$ cat config.mk
export PLATFORM = sky130hd
export DESIGN_NAME = rlt_front
export DESIGN_NICKNAME = d
export VERILOG_FILES = /design/src/design/rlt_pkg.sv /design/src/design/rlt_front.sv
export SDC_FILE = /design/constraint.sdc
export NUM_CORES = 1
export LEC_CHECK = 0
export ABC_AREA = 0
export BUFFER_PORTS_ARGS = -buffer_cell sky130_fd_sc_hd__clkbuf_2
export CELL_PAD_IN_SITES_DETAIL_PLACEMENT = 0
export CELL_PAD_IN_SITES_GLOBAL_PLACEMENT = 2
export CORE_MARGIN = 4
export CORE_UTILIZATION = 10
export DETAILED_ROUTE_END_ITERATION = 10
export GPL_ROUTABILITY_DRIVEN = 0
export PLACE_DENSITY = 0.92
export SYNTH_ARGS = -nofsm -noshare
export SYNTH_HDL_FRONTEND = slang
export SYNTH_SLANG_ARGS = --single-unit
$ cat constraint.sdc
create_clock -name vclk -period 1.6
set_clock_uncertainty 0.15 [all_clocks]
set_input_delay 0.32 -clock vclk [all_inputs]
set_output_delay 0.32 -clock vclk [all_outputs]
set_load 0.05 [all_outputs]
$ cat src/design/rlt_pkg.sv
// Shared types, codes and helper functions of the link routing table.
package rlt_pkg;

  localparam int DEST_BITS_DEF = 12;
  localparam int NUM_LINKS_DEF = 6;
  localparam int LINK_W        = 3;
  localparam int DEST_W        = 12;
  localparam int MASK_W        = 7;
  localparam int STATUS_W      = 3;
  localparam int QUEUE_DEPTH   = 2;
  localparam int CFG_DATA_W    = 32;
  localparam int CFG_ADDR_W    = 3;

  // Byte address of the valid link mask register.
  localparam logic [CFG_ADDR_W-1:0] CFG_ADDR_VALID_LINK_MASK = 3'd0;

  localparam logic ACT_LOOKUP = 1'b0;
  localparam logic ACT_INSERT = 1'b1;

  typedef enum logic [STATUS_W-1:0] {
    ST_OK          = 3'd0,
    ST_BAD_LINK    = 3'd1,
    ST_IN_EQ_OUT   = 3'd2,
    ST_CONFLICT    = 3'd3,
    ST_STRIP_LOCAL = 3'd4
  } status_t;

  typedef struct packed {
    logic              action;
    logic [LINK_W-1:0] in_link;
    logic [DEST_W-1:0] dest_id;
    logic [LINK_W-1:0] out_link;
  } in_item_t;

  typedef struct packed {
    logic [LINK_W-1:0]   next_link;
    logic [STATUS_W-1:0] status;
  } out_item_t;

  // A classified beat as it waits between the front and the back.
  typedef struct packed {
    in_item_t item;
    logic     il_ok;
    logic     ol_ok;
    logic     in_table;
  } rlt_entry_t;

  typedef struct packed {
    logic full;
    logic empty;
  } q_status_t;

  typedef enum logic [1:0] {
    BK_CLEAR,
    BK_IDLE,
    BK_RESOLVE
  } bk_state_t;

  // Link 0 always exists; a ring link exists when it is in range and enabled.
  function automatic logic link_ok(logic [LINK_W-1:0] n, logic [MASK_W-1:0] mask,
                                   int num_links);
    logic ok;
    if (n == '0) begin
      ok = 1'b1;
    end else if (int'(n) > num_links) begin
      ok = 1'b0;
    end else begin
      ok = mask[n];
    end
    return ok;
  endfunction

endpackage

$ cat src/design/rlt_front.sv
// Front end: accepts command beats and classifies their links.
module rlt_front #(
  parameter int NUM_LINKS = rlt_pkg::NUM_LINKS_DEF
) (
  input  logic                         start,
  input  rlt_pkg::in_item_t            in_item,
  input  logic [rlt_pkg::MASK_W-1:0]   valid_link_mask,
  input  logic                         clearing,
  input  rlt_pkg::q_status_t           q_stat,
  output logic                         busy,
  output logic                         push,
  output rlt_pkg::rlt_entry_t          entry
);

  assign busy = clearing | q_stat.full;
  assign push = start & ~busy;

  always_comb begin
    entry.item     = in_item;
    entry.il_ok    = rlt_pkg::link_ok(in_item.in_link, valid_link_mask, NUM_LINKS);
    entry.ol_ok    = rlt_pkg::link_ok(in_item.out_link, valid_link_mask, NUM_LINKS);
    entry.in_table = (int'(in_item.in_link) <= NUM_LINKS);
  end

endmodule

After elaboration in Yosys (flattened, before gate mapping)
Cells that the tools add are included.
{"block": "classes", "muxes": 8, "order_cmp": 5, "bitwise_logic": 3, "reduce_logical": 2}
{"operator": "3-bit by 4-bit less-than comparator with 1-bit output, second input constant", "n": 2}
{"operator": "1-bit binary-select mux with 3-bit select", "n": 2}
{"operator": "3-bit > comparator, second input constant", "n": 2}
{"operator": "3-bit logical NOT", "n": 2}
{"operator": "1-bit 2-to-1 mux", "n": 6}
{"operator": "3-bit <= comparator, second input constant", "n": 1}
{"operator": "1-bit AND", "n": 1}
{"operator": "1-bit NOT", "n": 1}
{"operator": "1-bit bitwise OR", "n": 1}
{"block": "totals", "out_inout_bits": 24, "in_bits": 30, "reg_bits": 0, "word_cells": 18}

Longest topological paths before layout
{"block": "depth", "word_depth": 4, "ltp_mapped": 3, "depth_no_buf": 3}

Least setup slack after synthesis
No wires, ideal clock.
{"block": "synth_path", "path_type": "input-to-output", "startpoint": "in q_stat[1] in the netlist's numbering", "endpoint": "out push", "path_buffers": 0, "t_arrival_ns": 1.439, "path_slack_ns": -0.309, "cell_stages": 2, "required_time_ns": 1.130, "cell_sequence": "or2_2 > nor2_1"}
{"block": "synth_between", "elab_chain_cells": 3}
{"element": "start, declared", "line_no": "rlt_front.sv:9", "text": "input rlt_pkg::q_status_t q_stat,"}
{"element": "1-bit bitwise OR", "line_no": "rlt_front.sv:15", "text": "assign busy = clearing | q_stat.full;"}
{"element": "1-bit NOT", "line_no": "rlt_front.sv:16", "text": "assign push = start & ~busy;"}
{"element": "1-bit AND", "line_no": "rlt_front.sv:16"}
{"element": "end, declared", "line_no": "rlt_front.sv:11", "text": "output logic push,"}
No other way between the ends.

==> impl_results.md <==
- Status: complete, but fails checks
- Failing checks: negative setup slack
- Hold_buf cts: 0
- Post-DRT Antenna Nets: 0
- Final cell count without fillers: 86
- Setup TNS: -0.130 ns
- Area growth from synthesis to layout: 50.0%
- Placed Instances: 86
- First-pass GRT wire length: approximately 1200 microns
- PortBufs: 26
- Cell Chain, Critical Path: buf_6 > or4b_4 > and3_4 > clkbuf_16
- Cells after Synth: 42
- Worst EP required: 1.13 ns
- Max IR drop VDD: 0.000143 V
- Initial antenna violation count: 0
- Vias after detailed routing: 318
- Ys Warns: 0
- Vias in the first global route: roughly 260
- Int Power: 0.0720 mW
- Ant diodes: 0
- Routed WL per cell: 10.5 microns
- Via-to-Cell Ratio: 3.70
- Fillers: about 300
- Hold slack: slightly below 0.5 ns
- Hold Path Origin: in_item[12]
- Final core utilization: 0.157
- Total track usage: 0.0392
- Dpl cell area: 365 sq um
- Pwr/cell area: about 400 mW/mm^2
- Clk network pwr share: 0
- P_leak: 0.218 nW
- Core Rows: 19
- Rel. slew slack: 0.814
- Max Cap Viol: 0
- Post-layout nets: 87
- Fmax: 0.578 GHz
- Setup violators final: 1
- Synth Net Count: 72
- Critical path data arrival time: roughly 1.3 ns
- Reg power frac: 0
- Design area: between 400 and 500 sq um
- Worst setup SP type: input port
- Unrepaired setup endpoints after global routing: true
- Num sequential: 0
- Post-DP HPWL: 803 microns
- # DRC: 0
- WS Path Type: input port to primary output
- Synth area leaders: buf_4 (50%), nand3b_1 (7.9%), nand2b_1 (4.4%)
- Syn avg cell area: 6.79 sq um
- Power share of the combinational group: 1.000
- Sequential area share after synthesis: 0
- DRT Pass-1 Iters: 4
- Crit-path max FO: 2
- Min-delay worst type: input port to primary output
- Die H: 61.4 microns
- DP Worst Slack: -0.192 ns
- Total wire length: 902 microns
- Crit path max-delay family: simple AND/OR/NAND/NOR gates
- Psw: 0.0992 mW
- Die area: 0.00377 sq mm
- Initial Util: 0.104
- Final hold vios: 0
- Multi-input logic area: 159 sq um
- Slowest cell on crit path: or4b_4
- Crit-path max cell delay: 0.52 ns
- GR Overflow Total: 0
- Final period util: 1.08
- Core area: 0.00273 sq mm
- Largest net degree at the start of global routing: 7
- CP Buf/Inv Count: 2
- Top Ports: 54
- Initial DRC Count: 8
- Measured slew at the worst slew-check pin: between 0.2 and 0.3 ns
- Register area: 0 sq um
- Yosys top cell area share: 0.500
- CP Launch Point: in_item[2]
- Slew Limit Fails: 0
- CLK BUF: 0
- Tmin final: 1.73 ns
- Final worst setup slack: -0.130 ns
- Die X: 61.4 microns
- Critical Path End Type: primary output
- Post-Syn Area: between 200 and 300 sq um
- Sw Ratio: 0.580
- Total power: 0.171 mW
- Layout cell share with drive strength beyond 1: 0.673
- Netlist cell types: 16
- Post-synth top area cell: buf_4
==> layout make-up <==
cell class,instances,area share
timing repair buffer,32,0.520
multi-input combinational,21,0.371
tap,31,0.0906
inverter,2,0.0175
==> per-layer routing <==
layer | up-vias | routed length [microns] | part of all wire | track usage
met4 | 0 | 0 | 0 | 0
li1 | 152 | - | - | -
met2 | 29 | 292 | 0.32 | 0.0574
met3 | 0 | 213 | 0.24 | 0.0210
met1 | 137 | 395 | 0.44 | 0.0547
met5 | - | 0 | 0 | 0
==> cells in the mapped netlist <==
cell and number:
and3_1 1, nand3b_1 3, a211o_1 1, nor3_1 1, o211ai_1 1, nor2b_1 2
buf_4 19, mux2i_1 1, nand3_1 2, o21ai_0 2, nand2b_1 2, or2_2 1
a21oi_1 2, inv_1 2, nor2_1 1, or4b_1 1
==> cells in the final DEF (no fill, tap or decap), drive strengths merged <==
| cell | instances |
|---|---|
| o211ai | 1 |
| nor2b | 2 |
| a211o | 1 |
| o21ai | 2 |
| nor3 | 1 |
| nand2b | 2 |
| or4b | 1 |
| a21oi | 2 |
| nand3b | 3 |
| inv | 2 |
| or2 | 1 |
| and3 | 1 |
| nand3 | 2 |
| nor2 | 1 |
| clkbuf | 22 |
| mux2i | 1 |
| buf | 10 |
==> kinds of logic (layout without fill, tap and decap cells) <==
family          count (synthesis)  in the layout  synth area share
compound gates                  6              6             0.127
simple gates                   14             14             0.311
mux                             1              1            0.0351
buf+inv                        21             34             0.526
==> path summary, 6_finish.rpt <==
path	to	slack [ns]	cells after the start
setup / recovery	entry[1]	-0.13	4
hold / removal	entry[15]	0.49	0
==> what timing repair did <==
item	in CTS	in global routing
gates resized for setup	7	8
hold endpoints to repair	0	0
pin swaps	1	2
buffers inserted	0	0
endpoints found under the setup margin	2	2
==> power by group through the flow <==
stage | combinational (mW) | clock (mW) | sequential (mW)
6_report | 0.171 | 0 | 0
5_1_grt | 0.180 | 0 | 0
4_1_cts | 0.164 | 0 | 0
3_5_place_dp | 0.144 | 0 | 0
3_3_place_gp | 0.141 | 0 | 0
2_1_floorplan | 0.185 | 0 | 0
(Power assumes the default switching activity.)
