==> config.mk <==
export PLATFORM = sky130hd
export DESIGN_NAME = rlt_queue
export DESIGN_NICKNAME = d
export VERILOG_FILES = /design/src/design/rlt_pkg.sv /design/src/design/rlt_queue.sv
export SDC_FILE = /design/constraint.sdc
export NUM_CORES = 1
export LEC_CHECK = 0
export BUFFER_PORTS_ARGS = -buffer_cell sky130_fd_sc_hd__buf_4
export CORE_MARGIN = 2
export CORE_UTILIZATION = 53
export CTS_BUF_LIST = sky130_fd_sc_hd__clkbuf_16
export DETAILED_ROUTE_END_ITERATION = 6
export HOLD_SLACK_MARGIN = 0.08
export PLACE_DENSITY = 0.88
export SETUP_SLACK_MARGIN = 0.2
export SLEW_MARGIN = 20
export SYNTH_ARGS = -nofsm -noshare
export SYNTH_HDL_FRONTEND = slang
export SYNTH_SLANG_ARGS = --single-unit
==> constraint.sdc <==
create_clock -name clk -period 4 [get_ports clk]
set_input_delay 1 -clock clk [delete_from_list [all_inputs] [get_ports clk]]
set_output_delay 1 -clock clk [all_outputs]
set_load 0.01 [all_outputs]
==> src/design/rlt_pkg.sv <==
// Shared types, codes and helper functions of the link routing table.
package rlt_pkg;

  localparam int DEST_BITS_DEF = 12;
  localparam int NUM_LINKS_DEF = 6;
  localparam int LINK_W        = 3;
  localparam int DEST_W        = 12;
  localparam int MASK_W        = 7;
  localparam int STATUS_W      = 3;
  localparam int QUEUE_DEPTH   = 2;
  localparam int CFG_DATA_W    = 32;
  localparam int CFG_ADDR_W    = 3;

  // Byte address of the valid link mask register.
  localparam logic [CFG_ADDR_W-1:0] CFG_ADDR_VALID_LINK_MASK = 3'd0;

  localparam logic ACT_LOOKUP = 1'b0;
  localparam logic ACT_INSERT = 1'b1;

  typedef enum logic [STATUS_W-1:0] {
    ST_OK          = 3'd0,
    ST_BAD_LINK    = 3'd1,
    ST_IN_EQ_OUT   = 3'd2,
    ST_CONFLICT    = 3'd3,
    ST_STRIP_LOCAL = 3'd4
  } status_t;

  typedef struct packed {
    logic              action;
    logic [LINK_W-1:0] in_link;
    logic [DEST_W-1:0] dest_id;
    logic [LINK_W-1:0] out_link;
  } in_item_t;

  typedef struct packed {
    logic [LINK_W-1:0]   next_link;
    logic [STATUS_W-1:0] status;
  } out_item_t;

  // A classified beat as it waits between the front and the back.
  typedef struct packed {
    in_item_t item;
    logic     il_ok;
    logic     ol_ok;
    logic     in_table;
  } rlt_entry_t;

  typedef struct packed {
    logic full;
    logic empty;
  } q_status_t;

  typedef enum logic [1:0] {
    BK_CLEAR,
    BK_IDLE,
    BK_RESOLVE
  } bk_state_t;

  // Link 0 always exists; a ring link exists when it is in range and enabled.
  function automatic logic link_ok(logic [LINK_W-1:0] n, logic [MASK_W-1:0] mask,
                                   int num_links);
    logic ok;
    if (n == '0) begin
      ok = 1'b1;
    end else if (int'(n) > num_links) begin
      ok = 1'b0;
    end else begin
      ok = mask[n];
    end
    return ok;
  endfunction

endpackage

==> src/design/rlt_queue.sv <==
// Short queue of classified beats between the front and the back.
module rlt_queue (
  input  logic                clk,
  input  logic                rst_n,
  input  logic                push,
  input  rlt_pkg::rlt_entry_t push_entry,
  input  logic                pop,
  output rlt_pkg::rlt_entry_t head,
  output rlt_pkg::q_status_t  q_stat
);

  localparam int PTR_W = (rlt_pkg::QUEUE_DEPTH > 1) ? $clog2(rlt_pkg::QUEUE_DEPTH) : 1;
  localparam int CNT_W = $clog2(rlt_pkg::QUEUE_DEPTH + 1);
  localparam logic [PTR_W-1:0] LAST_PTR = PTR_W'(rlt_pkg::QUEUE_DEPTH - 1);

  rlt_pkg::rlt_entry_t slots_r [rlt_pkg::QUEUE_DEPTH];
  logic [PTR_W-1:0] wr_ptr_r, wr_ptr_nxt;
  logic [PTR_W-1:0] rd_ptr_r, rd_ptr_nxt;
  logic [CNT_W-1:0] count_r, count_nxt;

  always_comb begin
    wr_ptr_nxt = wr_ptr_r;
    rd_ptr_nxt = rd_ptr_r;
    count_nxt  = count_r;
    if (push) begin
      wr_ptr_nxt = (wr_ptr_r == LAST_PTR) ? '0 : wr_ptr_r + 1'b1;
    end
    if (pop) begin
      rd_ptr_nxt = (rd_ptr_r == LAST_PTR) ? '0 : rd_ptr_r + 1'b1;
    end
    if (push && !pop) begin
      count_nxt = count_r + 1'b1;
    end else if (pop && !push) begin
      count_nxt = count_r - 1'b1;
    end
  end

  always_ff @(posedge clk) begin
    if (!rst_n) begin
      wr_ptr_r <= '0;
      rd_ptr_r <= '0;
      count_r  <= '0;
    end else begin
      wr_ptr_r <= wr_ptr_nxt;
      rd_ptr_r <= rd_ptr_nxt;
      count_r  <= count_nxt;
    end
  end

  always_ff @(posedge clk) begin
    if (push) begin
      slots_r[wr_ptr_r] <= push_entry;
    end
  end

  assign head         = slots_r[rd_ptr_r];
  assign q_stat.full  = (count_r == CNT_W'(rlt_pkg::QUEUE_DEPTH));
  assign q_stat.empty = (count_r == '0);

  a_no_push_when_full: assert property (@(posedge clk) disable iff (!rst_n)
    push |-> !q_stat.full)
    else $error("beat pushed into a full queue");

  a_no_pop_when_empty: assert property (@(posedge clk) disable iff (!rst_n)
    pop |-> !q_stat.empty)
    else $error("beat popped from an empty queue");

endmodule

* Word-level counts from Yosys, hierarchy flattened *
Memories as Yosys holds them, arrays and structs flattened. A register that Yosys moved wholly into a read port is not among the register bits.
Index checks and enable logic that the tools add are counted.
Widths: inputs -> output; s select.

cells by class
  add/subtract/negate cells = 4
  equality and inequality tests = 1
  muxes and demuxes = 8
  reduce and logical (&&, ||, !) cells = 6

operator list
  kind                 number
  $mux 1               6
  $mux 2               2
  $add 1x1->1 const B  2
  $add 2x1->2 const B  1
  $eq 2x2->1 const B   1
  $logic_and 1x1->1    2
  $logic_not 1->1      2
  $logic_not 2->1      1
  $reduce_bool 2->1    1
  $sub 2x1->2 const B  1

storage, ports and cells
  register bits after elaboration = 4
  bits in writable memories = 44
  bits of input ports = 26
  output and inout bits = 24
  memories kept = 1

memory list
  name     words  width  read ports  clocked after memory_dff  wr ports  RTL line         RTL
  slots_r  2      22     1           1                         1         rlt_queue.sv:16  rlt_pkg::rlt_entry_t slots_r [rlt_pkg::QUEUE_DEPTH];

* Longest topological paths before layout *
Gate-level depths: netlist (run 1).

  word-level depth = 4
  depth in mapped cells = 5
  depth with buffers taken out = 5

* Least setup slack after synthesis (run 1) *
No wires, ideal clock.

  path type = input-to-reg
  from = input push
  to = memory slots_r[0][0] (netlist bit) (enable)
  library setup time = 0.405 ns
  data arrival time = 2.051 ns
  required time = 3.595 ns
  setup slack = 1.544 ns
  stages on the path = 1
  buffers on the path = 0
  cells stage by stage = nor2b_1

between the ends
  word-level cells in the longest chain between the ends = 2

ends and longest elaborated chain
  item                          RTL line         RTL
  start: declaration            rlt_queue.sv:5   input logic push,
  $mux 1                        rlt_queue.sv:51  if (push) begin
  $mux 1 (not written as such)  rlt_queue.sv:52  slots_r[wr_ptr_r] <= push_entry;
  end: declaration              rlt_queue.sv:16

Every way passes these cells.

==> key figures, run 1 <==
Status
  – Status: finished clean

Routing
  – Drt via density: 4.832
  – # DRC: 0
  – Number of nets still failing antenna checks after routing: 0
  – Iteration-0 DRC count of the detailed router: 25
  – Routed wire length: 2.901 mm
  – Number of detailed-route iterations in the first pass: 4
  – Via count: 923
  – Average wire per standard cell: 15.19 um

Timing
  – RSZ-0062 raised after global routing: no
  – Hold Vio Cnt, Final: 0
  – Final setup violation count: 0
  – Pins over their slew limit: 0
  – Hold slack final: 0.5198 ns
  – Pin slew with the least headroom to its limit: 1.041 ns
  – Peak Freq: 357.3 MHz
  – Largest clock skew in the final design: 0.003544 ns
  – Crit share post-route: 0.6996
  – TNS Setup: 0 ns
  – Headroom to the max-slew limit: 0.3059
  – Clock period minus worst slack: 2.798 ns

Layout
  – Total number of nets in the final design: 171
  – Fill cell count: 231
  – Syn-to-layout area delta: 31.11%
  – Commonest non-fill, non-tap cell in the layout: sky130_fd_sc_hd__buf_4
  – Share of post-route cells with drive strength above 1: 0.5379
  – Highest-count cells in the layout ignoring fill and taps: 49 x sky130_fd_sc_hd__buf_4, 44 x sky130_fd_sc_hd__edfxtp_1, 22 x sky130_fd_sc_hd__mux2_2
  – FF/Latch Area: 1421 um2
  – Antenna Cells: 0
  – Fin cells: 191
  – Multi-input combinational cell area: 370.4 um2

Floorplanning
  – Die extent in y: 62.25 um
  – Horizontal die dimension: 62.25 um
  – Io pins: 50
  – Floorplan core area: 3284 um2
  – Initial cell density of the core: 0.5474
  – Placement Rows: 21
  – Area of the die: 3874 um2

Pwr
  – Switching part of the total: 0.2022
  – Combinational power share: 0.118
  – Power share of the sequential group: 0.543
  – Power per cell area: 475.5 nW/um2
  – P_int: 0.8943 mW
  – Power dissipated by switching net loads: 0.2266 mW
  – Maximum vdd drop: 0.0003480 V
  – Leakage: 0.9089 nW
  – Portion of total power attributed to the clock network: 0.339

Setup path
  – Type of origin of the critical path: register
  – Critical register-to-register path startpoint: wr_ptr_r
  – CP required: 3.00 ns
  – Maximum fanout encountered on the critical timing path: 22
  – End point of the critical path: head[21]
  – Critical Setup Path Class: reg2out
  – Terminus of the critical flop-to-flop path: slots_r[1][8]
  – Critical Path Sink Type: primary output
  – Data arrival time of the critical path: 1.80 ns
  – Setup slack on the worst flop-to-flop path: 2.36 ns
  – Worst Reg2Reg Path Length in Cells: 1

Synthesis
  – Share of the synthesized area in the top cell type: 0.7349
  – Number of nets produced by synthesis: 117
  – Instance count of the mapped netlist: 90
  – Cell area after synthesis: 1798 um2
  – Top cells by area, synth: sky130_fd_sc_hd__edfxtp_1 73%, sky130_fd_sc_hd__mux2_2 14%, sky130_fd_sc_hd__dfxtp_1 5.6%
  – Post-Synthesis Mean Instance Area: 19.98 um2
  – Post-synth cell types: 16
  – Post-synthesis register bit count: 49
  – Post-synth top area cell: sky130_fd_sc_hd__edfxtp_1
  – Seq/Total Area, Yosys: 0.7905
  – Yosys warning total: 0

Worst hold path
  – Worst hold path stage count: 2
  – Worst hold path type: reg2reg

Global routing
  – Overall global routing resource usage: 0.1665
  – First-pass GRT wire length: 4.754 mm
  – Via count of the first global-routing pass: 994
  – Largest net degree at the start of global routing: 24
  – Antenna violations before repair: 0
  – Remaining global-route overflow: 0

Clock network
  – CTS max path bufs: 2
  – Setup repair bufs after CTS: 0
  – H-tree levels: 2
  – Number of sinks driven by the clock tree: 49
  – CTS resizes: 0
  – CTS tree: done
  – Num CTS Buffers: 5
  – Register clock-pin slew on the reported worst setup and hold paths: 0.06 ns
  – Library cell used as clock root buffer: sky130_fd_sc_hd__clkbuf_16
  – Clock latency reported for the late side of the worst-skew pair: 0.28 ns
  – Count of hold-fix buffers inserted at cts: 0

Placement
  – Port bufs: 49
  – Count of placed standard cells including taps: 183
  – Hpwl dp: 1.999 mm
  – Weighted congestion reported at the end of routability-driven placement: 0.6362

Job
  – Max-cap violation count: 0
synth_stat cells (all sizes together):
| cell | count |
|---|---|
| o21a | 1 |
| nor2 | 1 |
| dfxtp | 5 |
| edfxtp | 44 |
| and2 | 4 |
| or3 | 1 |
| inv | 1 |
| ha | 1 |
| nor2b | 2 |
| a21boi | 1 |
| mux2 | 22 |
| o21ai | 1 |
| and2b | 1 |
| xor2 | 2 |
| xnor2 | 1 |
| buf | 2 |
registers in the layout, indices dropped and copies added (netlist names), named ones only:
register  flops
wr_ptr_r      1
count_r       2
slots_r      44
rd_ptr_r      1
final cells by class:
cell class / instances / area share
multi-input combinational: 38 / 0.1571
clock buffer: 5 / 0.05308
sequential: 49 / 0.6030
clock inverter: 3 / 0.004777
timing repair buffer: 49 / 0.1561
tap: 46 / 0.02442
inverter: 1 / 0.001592
worst min path at each step:
| stage | end | startpoint | slack [ns] |
|---|---|---|---|
| floorplan | count_r[1] | count_r[1] | 0.47 |
| detailed placement | count_r[1] | count_r[1] | 0.51 |
| global placement | count_r[1] | count_r[1] | 0.48 |
| CTS | count_r[1] | count_r[1] | 0.52 |
| finish | count_r[1] | count_r[1] | 0.52 |
| global route | count_r[1] | count_r[1] | 0.55 |
critical path: stages, from the launching register on:
cell and delay, ns:
sky130_fd_sc_hd__dfxtp_1 0.94, sky130_fd_sc_hd__mux2_2 0.43, sky130_fd_sc_hd__buf_4 0.15
per-layer routing:
layer / GRT usage / vias up / part of all wire
li1: - / 449 / -
met1: 0.1962 / 438 / 0.38
met2: 0.2758 / 33 / 0.54
met3: 0.07609 / 3 / 0.068
met4: 0.05000 / 0 / 0.011
met5: 0 / - / 0
metrics by stage:
step	util	instance area [um2]	power [mW]	setup WS (ns)
3_3_place_gp	0.6747	2216	0.7455	1.494
6_report	0.7177	2357	1.121	1.202
2_1_floorplan	-	1798	0.6794	1.544
3_5_place_dp	0.6747	2216	0.7531	1.486
5_1_grt	0.7177	2357	1.170	1.063
4_1_cts	0.7162	2352	1.134	1.176
cells by family (layout without fill, tap and decap cells):
kind of cell               after synthesis  in the layout  synth area share
and+or+nand+nor                          9              9           0.03131
muxes                                   22             22            0.1378
AOI/OAI and AO/OA                        3              3           0.01113
adders and majority gates                1              1          0.006958
xor gates and xnor gates                 3              3           0.01462
DFF                                     49             49            0.7905
buffers and inverters                    3             58          0.007653
power groups by stage:
stage / sequential (mW) / combinational [mW] / clock, mW
after CTS: 0.609 / 0.134 / 0.391
after floorplan: 0.608 / 0.0716 / 0
after detailed placement: 0.619 / 0.134 / 0
final: 0.608 / 0.133 / 0.380
after global placement: 0.616 / 0.129 / 0
after global routing: 0.612 / 0.143 / 0.414
(Power assumes the default switching activity.)
==> run 2, diff against run 1 <==
Settings changed: CORE_UTILIZATION 53 to 50, PLACE_DENSITY 0.88 to 0.84.
Clock period 4 ns to 2.8 ns, I/O delays scaled along.
==> run 2 against run 1 <==
  * Non-clock buffer count grew 3
  * Largest power group unchanged
  * Global-route usage shrank 0.81 points
  * Cell area increased by 1.9%
  * Worst hold slack got worse by 0.0035 ns
  * Routed wire length up 2.6%
  * Sequential cell count unchanged
  * Highest routed layer unchanged
  * Clock power grew 68%
  * Critical endpoint unchanged
==> key figures, run 2 (synthesis results as in run 1) <==
Setup path
  – Maximum fanout encountered on the critical timing path: 17 (-23%)
  – Critical Path Sink Type: primary output
  – Critical Setup Path Class: reg2out
  – Data arrival time of the critical path: 1.54 ns (-0.26 ns)
  – Setup slack on the worst flop-to-flop path: 1.69 ns (-0.67 ns)
  – Type of origin of the critical path: register
  – Terminus of the critical flop-to-flop path: slots_r[1][15]
  – Critical register-to-register path startpoint: wr_ptr_r
  – Worst Reg2Reg Path Length in Cells: 2 (+1)
  – CP required: 2.10 ns (-0.90 ns)

Timing
  – Clock period minus worst slack: 2.242 ns
  – Headroom to the max-slew limit: 0.7962 (+0.4904)
  – Crit share post-route: 0.8008
  – TNS Setup: 0 ns (unchanged)
  – Peak Freq: 446.0 MHz
  – RSZ-0062 raised after global routing: no
  – Pins over their slew limit: 0 (unchanged)
  – Pin slew with the least headroom to its limit: 0.3056 ns (-0.7355 ns)
  – Final setup violation count: 0 (unchanged)
  – Setup slack of the critical path after layout: 0.5578 ns (-0.6438 ns)
  – Hold Vio Cnt, Final: 0 (unchanged)
  – Largest clock skew in the final design: 0.003157 ns (-0.0003870 ns)

Placement
  – Hpwl dp: 2.034 mm (+1.7%)
  – Count of placed standard cells including taps: 186 (+1.6%)
  – Pre-CTS worst setup slack: 0.8414 ns (-0.6442 ns)
  – Port bufs: 49 (unchanged)
  – Weighted congestion reported at the end of routability-driven placement: 0.6537 (+2.8%)

Routing
  – # DRC: 0 (unchanged)
  – Number of nets still failing antenna checks after routing: 0 (unchanged)
  – Via count: 960 (+4.0%)
  – Routed wire length: 2.975 mm (+2.6%)
  – Number of detailed-route iterations in the first pass: 4 (unchanged)
  – Average wire per standard cell: 15.34 um (+0.97%)
  – Iteration-0 DRC count of the detailed router: 49 (+96%)
  – Drt via density: 4.948 (+2.4%)

Pwr
  – Power per cell area: 708.3 nW/um2 (+49%)
  – Power dissipated by switching net loads: 0.3274 mW (+44%)
  – Maximum vdd drop: 0.0004333 V (+25%)
  – Switching part of the total: 0.1925 (-0.009679)
  – Portion of total power attributed to the clock network: 0.376 (+0.037)
  – Leakage: 0.9287 nW (+2.2%)
  – P_int: 1.373 mW (+54%)
  – Power share of the sequential group: 0.505 (-0.038)
  – Combinational power share: 0.120 (+0.002)

Layout
  – Final core utilization: 0.7084 (-0.009335)
  – Highest-count cells in the layout ignoring fill and taps: 52 x sky130_fd_sc_hd__buf_4, 44 x sky130_fd_sc_hd__edfxtp_1, 22 x sky130_fd_sc_hd__mux2_2
  – Commonest non-fill, non-tap cell in the layout: sky130_fd_sc_hd__buf_4
  – Share of post-route cells with drive strength above 1: 0.5541 (+0.01612)
  – Biggest regs: slots_r: 44 flops, count_r: 2 flops
  – Syn-to-layout area delta: 33.54%
  – Total number of nets in the final design: 174 (+1.8%)
  – Antenna Cells: 0 (unchanged)
  – Register with the most flip-flops: slots_r
  – Fin cells: 194 (+1.6%)
  – Flip-flop count of the largest register, all copies and words added: 44 (unchanged)

Floorplanning
  – Floorplan core area: 3390 um2 (+3.2%)
  – Area of the die: 4092 um2 (+5.6%)
  – Placement Rows: 21 (unchanged)
  – Initial cell density of the core: 0.5305 (-0.01697)
  – Io pins: 50 (unchanged)
  – Horizontal die dimension: 63.97 um (+2.8%)
  – Die extent in y: 63.97 um (+2.8%)

Clock network
  – CTS resizes: 0 (unchanged)
  – Number of sinks driven by the clock tree: 49 (unchanged)
  – Clock latency reported for the late side of the worst-skew pair: 0.28 ns (about the same)
  – Num CTS Buffers: 5 (unchanged)
  – Library cell used as clock root buffer: sky130_fd_sc_hd__clkbuf_16
  – CTS tree: done
  – CTS max path bufs: 2 (unchanged)
  – Setup repair bufs after CTS: 0 (unchanged)
  – Count of hold-fix buffers inserted at cts: 0 (unchanged)
  – Register clock-pin slew on the reported worst setup and hold paths: 0.06 ns (about the same)
  – H-tree levels: 2 (unchanged)

Worst hold path
  – Worst hold path stage count: 2 (unchanged)
  – Capture endpoint of the worst hold path: count_r[1]
  – Worst hold path type: reg2reg
  – Hold path startpoint: count_r[1]

Global routing
  – Remaining global-route overflow: 0 (unchanged)
  – Antenna violations before repair: 0 (unchanged)
  – First-pass GRT wire length: 4.650 mm (-2.2%)
  – Via count of the first global-routing pass: 1021 (+2.7%)
  – Overall global routing resource usage: 0.1584 (-0.008133)
  – Largest net degree at the start of global routing: 24 (unchanged)

Job
  – Max-cap violation count: 0 (unchanged)

Status
  – Status: finished clean
==> run 2: worst max path at each step <==
stage | endpoint | slack [ns]
3_3_place_gp | head[19] | 0.87
6_report | head[21] | 0.56
4_1_cts | head[21] | 0.54
2_1_floorplan | slots_r[0][0] | 0.64
3_5_place_dp | head[19] | 0.84
5_1_grt | head[15] | 0.48
==> run 2: cell type report <==
type                            instances  area (um2)
Inverter                                1       3.754
Fill cell                             214       988.4
Clock buffer                            5       125.1
Tap cell                               46       57.56
Multi-Input combinational cell         38       365.4
Timing Repair Buffer                   52       390.4
Sequential cell                        49        1421
Clock inverter                          3       37.54
==> run 2: through the flow <==
stage | instance area [um2] | hold WS [ns] | total power, mW
CTS | 2401 | 0.5163 | 1.716
global placement | 2238 | 0.4795 | 1.071
finish | 2401 | 0.5162 | 1.701
detailed placement | 2238 | 0.5033 | 1.080
global route | 2401 | 0.5529 | 1.761
floorplan | 1798 | 0.4662 | 0.9706
==> run 2: power groups by stage <==
stage               Clock (mW)  Sequential, mW  Combinational [mW]
floorplan                    0           0.868               0.102
global placement             0           0.871               0.201
detailed placement           0           0.874               0.206
CTS                      0.649           0.859               0.207
global route             0.679           0.862               0.219
finish                   0.639           0.858               0.204
==> run 2: critical path: stages, from the launching register on <==
cell and delay (ns):
sky130_fd_sc_hd__dfxtp_1 0.44, sky130_fd_sc_hd__buf_4 0.30, sky130_fd_sc_hd__mux2_2 0.38, sky130_fd_sc_hd__buf_4 0.15
==> run 2: per-layer routing <==
metal | up-vias | track usage | wire [um]
met5 | - | 0 | 0
met4 | 0 | 0.08424 | 44
met3 | 4 | 0.05282 | 131
met2 | 24 | 0.2747 | 1731
li1 | 454 | - | -
met1 | 478 | 0.1697 | 1067
